`src/adpd_pkg.sv`:
```
// Package for the ambiguous DNA pair distance block.
// Holds widths, register indexes and the per-site distance functions.
// No dependencies.
package adpd_pkg;

	localparam int unsigned MAX_SITES = 65536;
	localparam int unsigned UNITS     = 840;

	localparam int unsigned BASE_W  = 8;
	localparam int unsigned UNITS_W = 10;
	localparam int unsigned SUM_W   = 26;
	localparam int unsigned CNT_W   = 17;
	localparam int unsigned DEN_W   = 26;
	localparam int unsigned QUOT_W  = 25;
	localparam int unsigned FRAC_W  = 24;
	localparam int unsigned STEP_W  = 5;
	localparam int unsigned IN_W    = 16;
	localparam int unsigned OUT_W   = 48;
	localparam int unsigned NUC_MIN = 16;

	localparam logic REG_DISTANCE_MODEL    = 1'b0;
	localparam logic REG_PAIRWISE_DELETION = 1'b1;

	localparam logic MODEL_GENPOFAD    = 1'b0;
	localparam logic MODEL_MATCHSTATES = 1'b1;

	typedef logic [BASE_W-1:0] base_t;
	typedef logic [UNITS_W-1:0] units_t;

	function automatic logic [2:0] nuc_count(input logic [3:0] set);
		nuc_count = 3'(set[0]) + 3'(set[1]) + 3'(set[2]) + 3'(set[3]);
	endfunction

	// 840 divided by a small denominator; every such quotient is exact.
	function automatic units_t unit_share(input logic [3:0] den);
		case (den)
			4'd1:    unit_share = 10'd840;
			4'd2:    unit_share = 10'd420;
			4'd3:    unit_share = 10'd280;
			4'd4:    unit_share = 10'd210;
			4'd5:    unit_share = 10'd168;
			4'd6:    unit_share = 10'd140;
			4'd7:    unit_share = 10'd120;
			4'd8:    unit_share = 10'd105;
			default: unit_share = 10'd0;
		endcase
	endfunction

	function automatic units_t site_units(input base_t a, input base_t b, input logic model);
		logic [2:0]  na;
		logic [2:0]  nb;
		logic [2:0]  ns;
		logic [2:0]  nx;
		logic [2:0]  mx;
		logic [2:0]  num;
		logic [3:0]  den;
		logic [12:0] prod;
		na = nuc_count(a[7:4]);
		nb = nuc_count(b[7:4]);
		ns = nuc_count(a[7:4] & b[7:4]);
		nx = nuc_count(a[7:4] ^ b[7:4]);
		mx = (na >= nb) ? na : nb;
		if (model == MODEL_GENPOFAD) begin
			num = mx - ns;
			den = {1'b0, mx};
		end else begin
			num = nx;
			den = 4'(na) + 4'(nb);
		end
		prod = 13'(num) * 13'(unit_share(den));
		if (a == b) begin
			site_units = '0;
		end else if ((a[7:4] & b[7:4]) == 4'd0) begin
			site_units = UNITS_W'(UNITS);
		end else begin
			site_units = prod[UNITS_W-1:0];
		end
	endfunction

endpackage

```
`src/ambiguous_dna_pair_distance.sv`:
```
// Top level of the ambiguous DNA pair distance block.
// Depends on adpd_pkg for widths, register indexes and site distance functions.
// A site that is not the last is taken while ready stays high, so the next site can follow.
// The last site of a pair is accepted, ST_MUL then forms the denominator, the restoring divider
// in ST_DIV yields one quotient bit a cycle, and ST_OUT loads the output register; ready stays
// low meanwhile and the next site is taken once the state machine is back in ST_IDLE.
// A pair with no counted site skips ST_MUL and ST_DIV and goes straight to ST_OUT.
// Throughput is one site per cycle within a pair; a result held by m_tready stalls input.
// Reset on arst_n clears the registers, the accumulators and the state machine.
module ambiguous_dna_pair_distance (
	input  logic                       clk,
	input  logic                       arst_n,
	input  logic                       cfg_wr_en,
	input  logic                       cfg_index,
	input  logic                       cfg_data,
	input  logic                       s_tvalid,
	output logic                       s_tready,
	input  logic [adpd_pkg::IN_W-1:0]  s_tdata,  // base_a [7:0], base_b [15:8]
	input  logic                       s_tlast,  // last_site
	output logic                       m_tvalid,
	input  logic                       m_tready,
	output logic [adpd_pkg::OUT_W-1:0] m_tdata   // distance_q24 [24:0], sites_counted [41:25],
	                                             // no_sites [42], zeros [47:43]
);
	import adpd_pkg::*;

	typedef enum logic [1:0] {
		ST_IDLE,
		ST_MUL,
		ST_DIV,
		ST_OUT
	} state_t;

	state_t              state_q;
	logic                model_q;
	logic                pdel_q;
	logic [SUM_W-1:0]    sum_q;
	logic [CNT_W-1:0]    cnt_q;
	logic [SUM_W-1:0]    div_sum_q;
	logic [CNT_W-1:0]    div_cnt_q;
	logic [DEN_W-1:0]    den_q;
	logic [DEN_W-1:0]    rem_q;
	logic                nbit_q;
	logic [QUOT_W-1:0]   quot_q;
	logic [STEP_W-1:0]   step_q;
	logic                empty_q;
	logic                m_tvalid_q;
	logic [OUT_W-1:0]    m_tdata_q;

	base_t               base_a;
	base_t               base_b;
	logic                in_fire;
	logic                counts;
	units_t              units;
	logic [SUM_W-1:0]    sum_nx;
	logic [CNT_W-1:0]    cnt_nx;
	logic [DEN_W:0]      shifted;
	logic                ge;
	logic [DEN_W-1:0]    rem_nx;
	logic [DEN_W:0]      den_prod;

	assign base_a   = s_tdata[7:0];
	assign base_b   = s_tdata[15:8];
	assign s_tready = (state_q == ST_IDLE);
	assign in_fire  = s_tvalid && s_tready;
	assign m_tvalid = m_tvalid_q;
	assign m_tdata  = m_tdata_q;

	always_comb begin
		counts = 1'b1;
		if (pdel_q && ((base_a < BASE_W'(NUC_MIN)) || (base_b < BASE_W'(NUC_MIN)))) begin
			counts = 1'b0;
		end
		if (cnt_q >= CNT_W'(MAX_SITES)) begin
			counts = 1'b0;
		end
		units  = site_units(base_a, base_b, model_q);
		sum_nx = counts ? (sum_q + SUM_W'(units)) : sum_q;
		cnt_nx = counts ? (cnt_q + CNT_W'(1)) : cnt_q;
	end

	always_comb begin
		shifted  = {rem_q, nbit_q};
		ge       = (shifted >= {1'b0, den_q});
		rem_nx   = ge ? DEN_W'(shifted - {1'b0, den_q}) : shifted[DEN_W-1:0];
		den_prod = (DEN_W+1)'(div_cnt_q) * (DEN_W+1)'(UNITS);
	end

	always_ff @(posedge clk or negedge arst_n) begin
		if (!arst_n) begin
			state_q    <= ST_IDLE;
			model_q    <= 1'b0;
			pdel_q     <= 1'b0;
			sum_q      <= '0;
			cnt_q      <= '0;
			m_tvalid_q <= 1'b0;
			empty_q    <= 1'b0;
			step_q     <= '0;
		end else begin
			if (cfg_wr_en) begin
				case (cfg_index)
					REG_DISTANCE_MODEL:    model_q <= cfg_data;
					REG_PAIRWISE_DELETION: pdel_q  <= cfg_data;
					default:               model_q <= model_q;
				endcase
			end
			if (m_tvalid_q && m_tready && (state_q != ST_OUT)) begin
				m_tvalid_q <= 1'b0;
			end
			case (state_q)
				ST_IDLE: begin
					if (in_fire) begin
						if (s_tlast) begin
							sum_q     <= '0;
							cnt_q     <= '0;
							div_sum_q <= sum_nx;
							div_cnt_q <= cnt_nx;
							empty_q   <= (cnt_nx == '0);
							quot_q    <= '0;
							state_q   <= (cnt_nx == '0) ? ST_OUT : ST_MUL;
						end else begin
							sum_q <= sum_nx;
							cnt_q <= cnt_nx;
						end
					end
				end
				ST_MUL: begin
					den_q   <= den_prod[DEN_W-1:0];
					rem_q   <= {1'b0, div_sum_q[SUM_W-1:1]};
					nbit_q  <= div_sum_q[0];
					step_q  <= STEP_W'(QUOT_W - 1);
					state_q <= ST_DIV;
				end
				ST_DIV: begin
					rem_q  <= rem_nx;
					nbit_q <= 1'b0;
					quot_q <= {quot_q[QUOT_W-2:0], ge};
					step_q <= step_q - STEP_W'(1);
					if (step_q == '0) begin
						state_q <= ST_OUT;
					end
				end
				ST_OUT: begin
					if (!m_tvalid_q || m_tready) begin
						m_tvalid_q <= 1'b1;
						m_tdata_q  <= OUT_W'({empty_q,
						                      empty_q ? {CNT_W{1'b0}} : div_cnt_q,
						                      quot_q});
						state_q    <= ST_IDLE;
					end
				end
				default: state_q <= ST_IDLE;
			endcase
		end
	end

`ifndef NO_ASSERTIONS
	a_cnt_bound: assert property (@(posedge clk) disable iff (!arst_n)
		cnt_q <= CNT_W'(MAX_SITES))
		else $error("site count exceeds its limit");

	a_q24_bound: assert property (@(posedge clk) disable iff (!arst_n)
		m_tvalid |-> (m_tdata[24:0] <= 25'd16777216))
		else $error("distance above one");

	a_empty_zero: assert property (@(posedge clk) disable iff (!arst_n)
		(m_tvalid && m_tdata[42]) |-> (m_tdata[41:0] == 42'd0))
		else $error("empty pair carries a non-zero result");

	a_busy_stall: assert property (@(posedge clk) disable iff (!arst_n)
		(in_fire && s_tlast) |=> !s_tready)
		else $error("input taken while the divider runs");
`endif

endmodule
```
`config.mk`:
```
export PLATFORM = sky130hd
export DESIGN_NAME = ambiguous_dna_pair_distance
export DESIGN_NICKNAME = d
export VERILOG_FILES = /design/src/adpd_pkg.sv /design/src/ambiguous_dna_pair_distance.sv
export SDC_FILE = /design/constraint.sdc
export NUM_CORES = 1
export LEC_CHECK = 0
export ABC_AREA = 1
export BUFFER_PORTS_ARGS = -buffer_cell sky130_fd_sc_hd__buf_2
export CORE_UTILIZATION = 45
export CTS_BUF_LIST = sky130_fd_sc_hd__clkbuf_2 sky130_fd_sc_hd__clkbuf_4 sky130_fd_sc_hd__clkbuf_8
export DETAILED_ROUTE_END_ITERATION = 10
export GPL_ROUTABILITY_DRIVEN = 0
export PLACE_DENSITY_LB_ADDON = 0.3
export REMOVE_ABC_BUFFERS = 1
export SLEW_MARGIN = 10
export SYNTH_ARGS = -nofsm -noshare
export SYNTH_HDL_FRONTEND = slang
export SYNTH_SLANG_ARGS = --single-unit
```
`constraint.sdc`:
```
create_clock -name clk -period 4.95 [get_ports clk]
set_clock_uncertainty 0.2 [all_clocks]
set_input_delay 0.495 -clock clk [delete_from_list [all_inputs] [get_ports clk]]
set_output_delay 0.495 -clock clk [all_outputs]
set_load 0.005 [all_outputs]
```
## Yosys cells after proc, flatten, opt, wreduce, memory -nomap -nowiden

Memories as Yosys holds them, arrays and structs flattened.
Index checks and enable logic that the tools add are counted.

| storage, ports and cells | value |
|---|---|
| flip-flop bits (word level) | 215 |
| ROM bits | 160 |
| input port bits | 24 |
| output and inout port bits | 50 |
| logic and storage cells | 104 |
| memories | 1 |

| operators by class | value |
|---|---|
| add/subtract/negate cells | 18 |
| multipliers | 2 |
| $lt $le $gt $ge | 5 |
| eq/ne operators | 9 |
| muxes and demuxes | 27 |
| bitwise logic cells | 3 |
| reduce and logical (&&, ||, !) cells | 23 |

Memories:

| memory | words | bits a word | rd ports | clocked after Yosys merged registers in | write ports | line | RTL |
|---|---|---|---|---|---|---|---|
| (name not given) | 16 | 10 | 1 | 0 | 0 | adpd_pkg.sv:36 | `case (den)` |

Operators with widths:

| kind | number |
|---|---|
| 26-bit 2-to-1 mux | 3 |
| 26-bit one-hot mux with 2 select lines | 1 |
| 25-bit 2-to-1 mux | 2 |
| 25-bit one-hot mux with 2 select lines | 1 |
| 17-bit 2-to-1 mux | 2 |
| 27-bit by 26-bit greater-or-equal comparator with 1-bit output | 1 |
| 26-bit by 10-bit adder with 26-bit output | 1 |
| 26-bit subtractor | 1 |
| 17-bit by 7-bit multiplier with 23-bit output (second input constant) | 1 |
| 10-bit 2-to-1 mux | 2 |
| 17-bit by 1-bit adder with 17-bit output (second input constant) | 1 |
| 17-bit greater-or-equal comparator (second input constant) | 1 |
| 17-bit zero test | 1 |
| 8-bit by 5-bit < comparator with 1-bit output (second input constant) | 2 |
| 2-bit by 1-bit adder with 3-bit output | 4 |
| 3-bit by 1-bit adder with 3-bit output | 4 |
| 4-bit AND reduction | 3 |
| 3-bit by 10-bit multiplier with 10-bit output | 1 |
| 2-bit 2-to-1 mux | 5 |
| 5-bit one-hot mux with 2 select lines | 1 |
| 2-bit AND reduction | 5 |
| 1-bit by 1-bit adder with 2-bit output | 4 |
| 8-bit equality test | 1 |
| 2-bit one-hot mux with 4 select lines | 1 |
| 23 further kinds | 38 |

## Longest topological paths before layout

Gate-level depths: netlist of the first run.

| depth | value |
|---|---|
| depth in word-level cells | 13 |
| gate-level depth with buffers | 46 |
| gate-level depth less buffers | 46 |

## Worst setup path after synthesis of the first run

OpenSTA, ideal clock, no wires.

| timing | value |
|---|---|
| path type | input-to-reg |
| start | input port s_tdata[12] (netlist bit) |
| end | register div_sum_q[25], data pin |
| library setup time | 0.255 ns |
| arrival time | 7.394 ns |
| required time | 4.495 ns |
| setup slack | -2.898 ns |
| stages | 39 |
| buffers on the path | 0 |
| cells stage by stage | inv_1 fa_1 inv_1 ha_1 ha_1 inv_1 ha_1 o21bai_1 nand2_1 a21oi_1 xnor2_1 ha_1 a21o_1 fa_1 inv_1 fa_1 xnor2_1 a21oi_1 (+3 left out) ha_1 inv_1 fa_1 o21ai_0 a21oi_1 nor2_1 nor2_1 xnor2_1 o21ai_0 inv_1 ha_1 inv_1 nor3_2 nand3_1 nand2_1 nand4_1 or2_0 and2_1 |

| on the way | value |
|---|---|
| word-level cells in the longest chain between the ends | 12 |
| elaborated cells between the ends (all ways) | 30 |
| those cells by class | 12 x add/sub; 1 x mul; 2 x order compare; 1 x eq/ne; 8 x mux; 2 x bitwise; 3 x reduce/logical; 1 x memory |

Ends and longest elaborated chain:

| what | line | RTL |
|---|---|---|
| start, declared | ambiguous_dna_pair_distance.sv:18 | `input logic [adpd_pkg::IN_W-1:0] s_tdata,` |
| 1-bit by 1-bit adder with 2-bit output | adpd_pkg.sv:31 | `nuc_count = 3'(set[0]) + 3'(set[1]) + 3'(set[2]) + 3'(set[3]);` |
| 2-bit by 1-bit adder with 3-bit output | adpd_pkg.sv:31 |  |
| 3-bit by 1-bit adder with 3-bit output | adpd_pkg.sv:31 |  |
| 3-bit greater-or-equal comparator | adpd_pkg.sv:62 | `mx = (na >= nb) ? na : nb;` |
| 3-bit 2-to-1 mux | adpd_pkg.sv:62 |  |
| 4-bit 2-to-1 mux or 3-bit subtractor (tied branches) | adpd_pkg.sv:63, adpd_pkg.sv:64 |  |
| memory read 16 x 10 bit or 3-bit 2-to-1 mux (tied branches) | n/a |  |
| 3-bit by 10-bit multiplier with 10-bit output | adpd_pkg.sv:70 | `prod = 13'(num) * 13'(unit_share(den));` |
| 10-bit 2-to-1 mux | adpd_pkg.sv:73 | `end else if ((a[7:4] & b[7:4]) == 4'd0) begin` |
| 10-bit 2-to-1 mux | adpd_pkg.sv:71 | `if (a == b) begin` |
| 26-bit by 10-bit adder with 26-bit output | ambiguous_dna_pair_distance.sv:78 | `sum_nx = counts ? (sum_q + SUM_W'(units)) : sum_q;` |
| 26-bit 2-to-1 mux * | ambiguous_dna_pair_distance.sv:78 |  |
| named net sum_nx[25] | ambiguous_dna_pair_distance.sv:55 | `logic [SUM_W-1:0] sum_nx;` |
| end signal, assigned | ambiguous_dna_pair_distance.sv:116 | `div_sum_q <= sum_nx;` |
| end, declared | ambiguous_dna_pair_distance.sv:39 | `logic [SUM_W-1:0] div_sum_q;` |

Mark *: on every way through the listed nets, which the timed path passes. The rest lies on a longest branch.
A chain may end at the register's enable or synchronous reset.

## Worst setup path after layout of the first run

| timing | value |
|---|---|
| start | input port s_tdata[15] (netlist bit) |
| end | register div_sum_q[25], data pin |

| on the way | value |
|---|---|
| word-level cells in the longest chain between the ends | 10 |
| elaborated cells between the ends (all ways) | 24 |
| those cells by class | 6 x add/sub; 1 x mul; 2 x order compare; 1 x eq/ne; 8 x mux; 2 x bitwise; 3 x reduce/logical; 1 x memory |

Ends and longest elaborated chain:

| what | line |
|---|---|
| 3-bit by 1-bit adder with 3-bit output | adpd_pkg.sv:31 |
| 3-bit greater-or-equal comparator | adpd_pkg.sv:62 |
| 3-bit 2-to-1 mux | adpd_pkg.sv:62 |
| 4-bit 2-to-1 mux or 3-bit subtractor (tied branches) | adpd_pkg.sv:63, adpd_pkg.sv:64 |
| memory read 16 x 10 bit or 3-bit 2-to-1 mux (tied branches) | n/a |
| 3-bit by 10-bit multiplier with 10-bit output | adpd_pkg.sv:70 |
| 10-bit 2-to-1 mux | adpd_pkg.sv:73 |
| 10-bit 2-to-1 mux | adpd_pkg.sv:71 |
| 26-bit by 10-bit adder with 26-bit output | ambiguous_dna_pair_distance.sv:78 |
| 26-bit 2-to-1 mux * | ambiguous_dna_pair_distance.sv:78 |
| named net sum_nx[25] | ambiguous_dna_pair_distance.sv:55 |

Marks and branches as above.

==> results of run 1 <==
## metrics by stage
stage | power (mW) | cell area [sq um] | setup TNS (ns) | setup WS, ns
finish | 11.2 | 18100 | -91.07 | -2.24
global route | 12.1 | 18100 | -106.59 | -2.60
floorplan | 6.51 | 14600 | -123.85 | -2.93
detailed placement | 8.25 | 16300 | -141.90 | -3.28
CTS | 10.7 | 17800 | -86.28 | -2.15
global placement | 8.12 | 16300 | -131.30 | -3.02
## Yosys cell counts, types with 3 or more instances
| cell type | instances |
|---|---|
| sky130_fd_sc_hd__nand2_2 | 6 |
| sky130_fd_sc_hd__nand3_1 | 67 |
| sky130_fd_sc_hd__nor3_1 | 20 |
| sky130_fd_sc_hd__and2_1 | 10 |
| sky130_fd_sc_hd__nor4_1 | 6 |
| sky130_fd_sc_hd__o21ai_0 | 77 |
| sky130_fd_sc_hd__xor2_1 | 60 |
| sky130_fd_sc_hd__inv_1 | 327 |
| sky130_fd_sc_hd__edfxtp_1 | 161 |
| sky130_fd_sc_hd__o21bai_1 | 4 |
| sky130_fd_sc_hd__o211ai_1 | 4 |
| sky130_fd_sc_hd__o21ai_1 | 8 |
| sky130_fd_sc_hd__fa_1 | 41 |
| sky130_fd_sc_hd__nor2_1 | 114 |
| sky130_fd_sc_hd__nand4_1 | 20 |
| sky130_fd_sc_hd__o21a_1 | 5 |
| sky130_fd_sc_hd__o22ai_1 | 10 |
| sky130_fd_sc_hd__buf_4 | 6 |
| sky130_fd_sc_hd__dfrtp_1 | 54 |
| sky130_fd_sc_hd__a21oi_1 | 81 |
| sky130_fd_sc_hd__inv_2 | 3 |
| sky130_fd_sc_hd__xnor2_1 | 19 |
| sky130_fd_sc_hd__a22o_1 | 8 |
| sky130_fd_sc_hd__a21o_1 | 6 |
| sky130_fd_sc_hd__or2_2 | 4 |
| sky130_fd_sc_hd__clkbuf_1 | 21 |
| sky130_fd_sc_hd__a31oi_1 | 4 |
| sky130_fd_sc_hd__nand2_1 | 356 |
| sky130_fd_sc_hd__ha_1 | 136 |
| sky130_fd_sc_hd__nor3_2 | 4 |
| sky130_fd_sc_hd__buf_2 | 5 |
## registers in the layout, indices dropped and copies added, names as in the netlist
register	count
div_sum_q	26
nbit_q	1
quot_q	25
sum_q	26
empty_q	1
pdel_q	1
rem_q	26
div_cnt_q	17
den_q	23
model_q	1
cnt_q	17
step_q	5
state_q	2
m_tdata	43
m_tvalid	1
## worst register-to-register path: cells and delay by family (launching register included)
kind                     cells  cell delay (ns)
AO/OA/AOI/OAI                2             0.48
flip-flops                   1             0.38
buffers and inverters       10             0.99
AND/OR/NAND/NOR             18             2.14
adder cells (fa/ha/maj)      4             1.21
## cells by family (layout without fill, tap and decap cells)
family,Yosys count,in the layout,share of synthesized area (%)
flops,215,215,42.0
buf+inv,366,604,9.63
fa+ha+maj,177,177,17.1
compound gates,223,223,8.67
xor+xnor,79,79,4.70
mux,1,1,0.0680
simple gates,617,617,17.7
other cells,1,5,0.0255
## final cells by class
type                       count  area [sq um]
clock buffer                  43           567
clock inverter                23           193
fill                        2780         13800
inverter                     332          1270
multi-input combinational   1102          7860
sequential                   215          6190
tap                          435           544
timing repair buffer         206          1490
## where the power goes
part | internal (mW) | switching, mW
Clock | 0.925 | 0.742
Combinational | 2.83 | 3.77
Sequential | 2.64 | 0.275
## how the worst min path moves through the flow
stage,end
finish,model_q$_DFFE_PN0P_
global route,model_q$_DFFE_PN0P_
CTS,model_q$_DFFE_PN0P_
detailed placement,m_tdata[24]$_DFFE_PP_
global placement,m_tdata[24]$_DFFE_PP_
floorplan,cnt_q[0]$_DFFE_PN0P_
## per-layer routing
layer / routed length (microns) / vias to the layer above
met5: 0 / -
met4: 1130 / 0
met3: 979 / 66
met2: 17000 / 224
met1: 14000 / 5536
li1: - / 5878
## repair_timing
item / CTS / global route
endpoints found under the setup margin: 50 / 50
gates cloned: 0 / 0
pin swaps: 61 / 64
hold endpoints to repair: 22 / 0
resized for setup: 148 / 62
hold buffers: 4 / 0
setup buffers: 12 / 9
==> flow_metrics.py, run 1 <==
metrics = {
    "global_route": {
        "grt_pass1_vias": 11700,
        "grt_usage_pct": 20.0,
        "grt_max_degree": 44,
        "grt_antenna_before_repair": 0,
        "groute.layer.met3.usage_pct": 2.42,
        "gr-total-overflow": 0,
        "met1_track_demand_over_resource_pct": 23.8,
        "grt_pass1_wl_mm": 54.3,
        "global_route.peak_usage_layer": "met2",
        "grt_util_met2_pct": 36.3,
    },
    "timing": {
        "max_freq_mhz": 139,
        "finalMaxSlewViolations": 0,
        "final.period_utilization_pct": 145,
        "max_slew_margin_pct": 22.3,
        "fin_ws_ns": -2.24,
        "setup_viol_count_final": 49,
        "tightestPinTransition_ns": 1.16,
        "final.min_clock_period_ns": 7.19,
        "grt_setup_unrepaired": "yes",
        "hold_violations": 0,
        "final_worst_hold_slack_ns": 0.0627,
    },
    "final_layout": {
        "num-nets-final": 2094,
        "area.growth.synth_to_final_pct": 23.0,
        "postLayoutCoreUtil_pct": 56.8,
        "post_route_cells_drive_above_1_share_pct": 21.7,
        "antennaDiodeCount": 0,
        "layout.cells.most_common_list": "sky130_fd_sc_hd__nand2_1, sky130_fd_sc_hd__inv_1, sky130_fd_sc_hd__edfxtp_1, sky130_fd_sc_hd__ha_1, sky130_fd_sc_hd__buf_4",
        "layout.cells.most_common": "sky130_fd_sc_hd__nand2_1",
        "stdcell_count": 2356,
    },
    "route": {
        "final_antenna_net_count": 0,
        "wl_per_cell_microns": 14.1,
        "detailedRoute.firstIterationViolations": 699,
        "detailroute.via_count": 11700,
        "wl_mm": 33.1,
        "routed_via_density": 4.97,
        "drc": 0,
        "detail_route.first_pass.iterations": 6,
    },
    "critical_path": {
        "slowest_delay_ns": 0.55,
        "worst_setup_path_startpoint": "s_tdata[15]",
        "critical_path.startpoint_type": "primary input",
        "rr_startpoint": "model_q$_DFFE_PN0P_",
        "worst-setup-path-type": "primary input to flip-flop",
        "crit_path_max_fanout": 6,
        "critical_path_cell_count": 43,
        "critical_path.most_common_cell": "sky130_fd_sc_hd__nand2_1",
        "crit_slowest_cell": "sky130_fd_sc_hd__fa_1",
        "crit_path_end": "div_sum_q[25]$_DFFE_PP_",
        "reg2reg_setup_slack_ns": -0.66,
        "timing.critical_path.to_type": "flip-flop",
        "worstRegToRegCells": 34,
        "worst-endpoint-arrival_ns": 7.29,
        "path_delay_family": "adder cells",
        "worst_r2r_endpoint": "div_sum_q[25]$_DFFE_PP_",
        "required_ns": 5.05,
        "crit_buf_inv": 9,
    },
    "floorplanning": {
        "initial_utilization_pct": 46.2,
        "die_height_microns": 183,
        "floorplan.die_area_sq_um": 33400,
        "core-area_sq_um": 31900,
        "row_count": 65,
        "floorplan.die.width_microns": 183,
        "top_level_ports": 74,
    },
    "pwr": {
        "total_leakage_power_nw": 8.75,
        "pwr_density_cell_nw_per_um2": 618,
        "ir_worst_vdd_v": 0.000379,
    },
    "synth": {
        "number_of_synthesized_flops_with_an_enable_pin": 161,
        "post_synth_main_area_contributors": "sky130_fd_sc_hd__edfxtp_1, sky130_fd_sc_hd__ha_1, sky130_fd_sc_hd__dfrtp_1",
        "sequential_to_total_area_share_from_yosys_stat_pct": 42.0,
        "mappedNetlistArea_sq_um": 14700,
        "ys.flop_type": "sky130_fd_sc_hd__edfxtp_1",
        "postSynthRegisterBits": 215,
        "synth_area_leader_cell": "sky130_fd_sc_hd__edfxtp_1",
        "synthesis.instances": 1679,
        "synth_area_per_cell_sq_um": 8.77,
        "synthDistinctLibCells": 55,
        "share_of_the_synthesized_area_in_the_top_cell_type_pct": 32.9,
        "yosys_synthesis_warning_count": 0,
        "synth_async_sr_flop_share_pct": 25.1,
    },
    "clocking": {
        "clk_root_buffer_cell": "sky130_fd_sc_hd__clkbuf_8",
        "cts_made_buffers": 36,
        "cts_buffer_depth": 3,
        "clkLatencyLatePin_ns": 0.54,
        "clock_net_sink_count": 215,
        "cts_htree_levels": 2,
        "clkSlewWorstSetupHoldPaths_ns": 0.07,
        "clock_tree_from_tritoncts": "built",
    },
    "status": {
        "failed_checks": "negative setup slack",
        "outcome": "finished, violations left",
    },
    "min_path": {
        "timing.hold.worst.start": "cfg_data",
        "worst_hold_path.num_cells": 3,
        "hold_path_class": "primary input to flip-flop",
    },
    "flow_run": {
        "drv.max_cap_violation_count": 0,
    },
    "placed_design": {
        "hpwl_mm": 24.3,
        "placed_cells_incl_taps": 2268,
        "port-buffer-count": 68,
    },
}
Note: power is estimated with default switching activity, not from simulation.
==> run 2, diff against run 1 <==
HOLD_SLACK_MARGIN = 0.1   (was not set)
==> run 2 against run 1 <==
Effect of this change: the run still ends with negative setup slack left; routed wire length rose by 0.17%; largest power group unchanged; sequential share of layout area barely moved; highest routed layer unchanged; critical path depth is the same; fmax is essentially flat; first-iteration DRC count fell by 7.9%; core utilization grew 0.063 points.
==> flow_metrics.py, run 2 (same netlist as run 1, synthesis figures left out) <==
metrics = {
    "global_route": {
        "grt_max_degree": 44,
        "grt_pass1_vias": 11700,
        "grt_usage_pct": 20.1,
        "grt_antenna_before_repair": 0,
        "gr-total-overflow": 0,
        "grt_pass1_wl_mm": 54.4,
    },
    "final_layout": {
        "area.growth.synth_to_final_pct": 23.1,
        "antennaDiodeCount": 0,
        "layout.cells.most_common": "sky130_fd_sc_hd__nand2_1",
        "regArea_sq_um": 6190,
        "num-nets-final": 2096,
        "post_route_cells_drive_above_1_share_pct": 21.6,
        "postLayoutCoreUtil_pct": 56.8,
        "final_cell_area_sq_um": 18100,
        "total_area_of_multi_input_combinational_cells_sq_um": 7860,
        "final.fill_count": 2779,
        "layout.cells.most_common_list": "sky130_fd_sc_hd__nand2_1, sky130_fd_sc_hd__inv_1, sky130_fd_sc_hd__edfxtp_1, sky130_fd_sc_hd__ha_1, sky130_fd_sc_hd__buf_4",
        "largest_register_ffs": 43,
        "largest-register": "m_tdata",
        "stdcell_count": 2358,
    },
    "min_path": {
        "hold_path_class": "primary input to flip-flop",
        "worst_hold_path.num_cells": 3,
    },
    "clocking": {
        "clkLatencyLatePin_ns": 0.54,
        "cts_made_buffers": 36,
        "clkSlewWorstSetupHoldPaths_ns": 0.07,
        "clk_root_buffer_cell": "sky130_fd_sc_hd__clkbuf_8",
        "clock_tree_from_tritoncts": "built",
        "cts_htree_levels": 2,
        "clock_net_sink_count": 215,
        "cts_buffer_depth": 3,
    },
    "route": {
        "drc": 0,
        "detailroute.via_count": 11700,
        "wl_per_cell_microns": 14.1,
        "wl_mm": 33.2,
        "final_antenna_net_count": 0,
        "detailedRoute.firstIterationViolations": 644,
        "routed_via_density": 4.96,
        "detail_route.first_pass.iterations": 5,
    },
    "critical_path": {
        "critical_path.most_common_cell": "sky130_fd_sc_hd__nand2_1",
        "worst-setup-path-type": "primary input to flip-flop",
        "timing.critical_path.to_type": "flip-flop",
        "crit_slowest_cell": "sky130_fd_sc_hd__fa_1",
        "worst-endpoint-arrival_ns": 7.29,
        "worstRegToRegCells": 34,
        "crit_path_max_fanout": 6,
        "slowest_delay_ns": 0.55,
        "critical_path.startpoint_type": "primary input",
        "required_ns": 5.05,
    },
    "pwr": {
        "pwr_density_cell_nw_per_um2": 617,
        "power_mw": 11.2,
        "total_leakage_power_nw": 8.75,
        "ir_worst_vdd_v": 0.000378,
    },
    "placed_design": {
        "hpwl_mm": 24.3,
        "placed_cells_incl_taps": 2268,
        "placement.cell_area_sq_um": 16300,
        "port-buffer-count": 68,
    },
    "timing": {
        "finalMaxSlewViolations": 0,
        "grt_setup_unrepaired": "yes",
        "final_worst_hold_slack_ns": 0.226,
        "tightestPinTransition_ns": 1.18,
        "fin_ws_ns": -2.24,
        "final.min_clock_period_ns": 7.19,
        "max_freq_mhz": 139,
        "setup_viol_count_final": 49,
        "final.period_utilization_pct": 145,
        "max_slew_margin_pct": 21.4,
        "hold_violations": 0,
    },
    "floorplanning": {
        "initial_utilization_pct": 46.2,
        "die_height_microns": 183,
        "floorplan.die.width_microns": 183,
        "top_level_ports": 74,
        "floorplan.die_area_sq_um": 33400,
        "row_count": 65,
        "core-area_sq_um": 31900,
    },
    "status": {
        "outcome": "finished, violations left",
        "failed_checks": "negative setup slack",
    },
    "flow_run": {
        "drv.max_cap_violation_count": 0,
    },
}
==> run 2: path summary, 6_finish.rpt <==
check                                               from                       to  slack [ns]
min in group asynchronous                         arst_n    cnt_q[13]$_DFFE_PN0P_        0.29
worst max-delay path                         s_tdata[15]  div_sum_q[25]$_DFFE_PP_       -2.24
worst min register to register  quot_q[24]$_SDFFCE_PN0P_    m_tdata[24]$_DFFE_PP_        0.24
max in group asynchronous                         arst_n    sum_q[24]$_DFFE_PN0P_        3.30
worst min-delay path                             s_tlast      empty_q$_DFFE_PN0P_        0.23
worst max register to register       model_q$_DFFE_PN0P_  div_sum_q[25]$_DFFE_PP_       -0.66
==> run 2: repair_timing <==
action | 4_1_cts | 5_1_grt
resized for setup | 148 | 62
setup endpoints to repair | 50 | 50
hold buffers | 6 | 0
setup buffers | 12 | 9
endpoints found under the hold margin | 22 | 0
pin swaps | 61 | 64
==> run 2: layout make-up <==
cell class | instances | share of cell area (%)
multi-input cells | 1102 | 43.3
repair buffers | 208 | 8.33
clock inverters | 23 | 1.06
inverters | 332 | 6.99
well taps | 435 | 3.00
flip-flops and latches | 215 | 34.1
clock buffers | 43 | 3.13
==> run 2: critical path: cells and delay by family <==
family	cells	cell delay, ns
AO/OA/AOI/OAI	5	0.80
adder cells (fa/ha/maj)	9	3.17
AND/OR/NAND/NOR	18	1.89
XOR/XNOR	2	0.25
buffers and inverters	9	0.68
==> run 2: power breakdown <==
group / total (mW) / switching, mW / internal [mW]
clock: 1.67 / 0.741 / 0.925
combinational: 6.60 / 3.77 / 2.83
sequential: 2.92 / 0.275 / 2.64
total: 11.2 / 4.79 / 6.40
==> run 2: metrics by stage <==
| stage | setup TNS, ns | setup WS, ns |
|---|---|---|
| after floorplan | -123.85 | -2.93 |
| after global placement | -131.30 | -3.02 |
| after detailed placement | -141.90 | -3.28 |
| after CTS | -86.28 | -2.15 |
| after global routing | -106.59 | -2.60 |
| final | -91.13 | -2.24 |
==> run 2: metal layers <==
layer,up-vias,global-route usage [%],wire length (microns)
met5,-,0,0
li1,5882,-,-
met3,70,2.44,976
met4,0,8.70,1190
met1,5531,23.8,14000
met2,209,36.5,17000
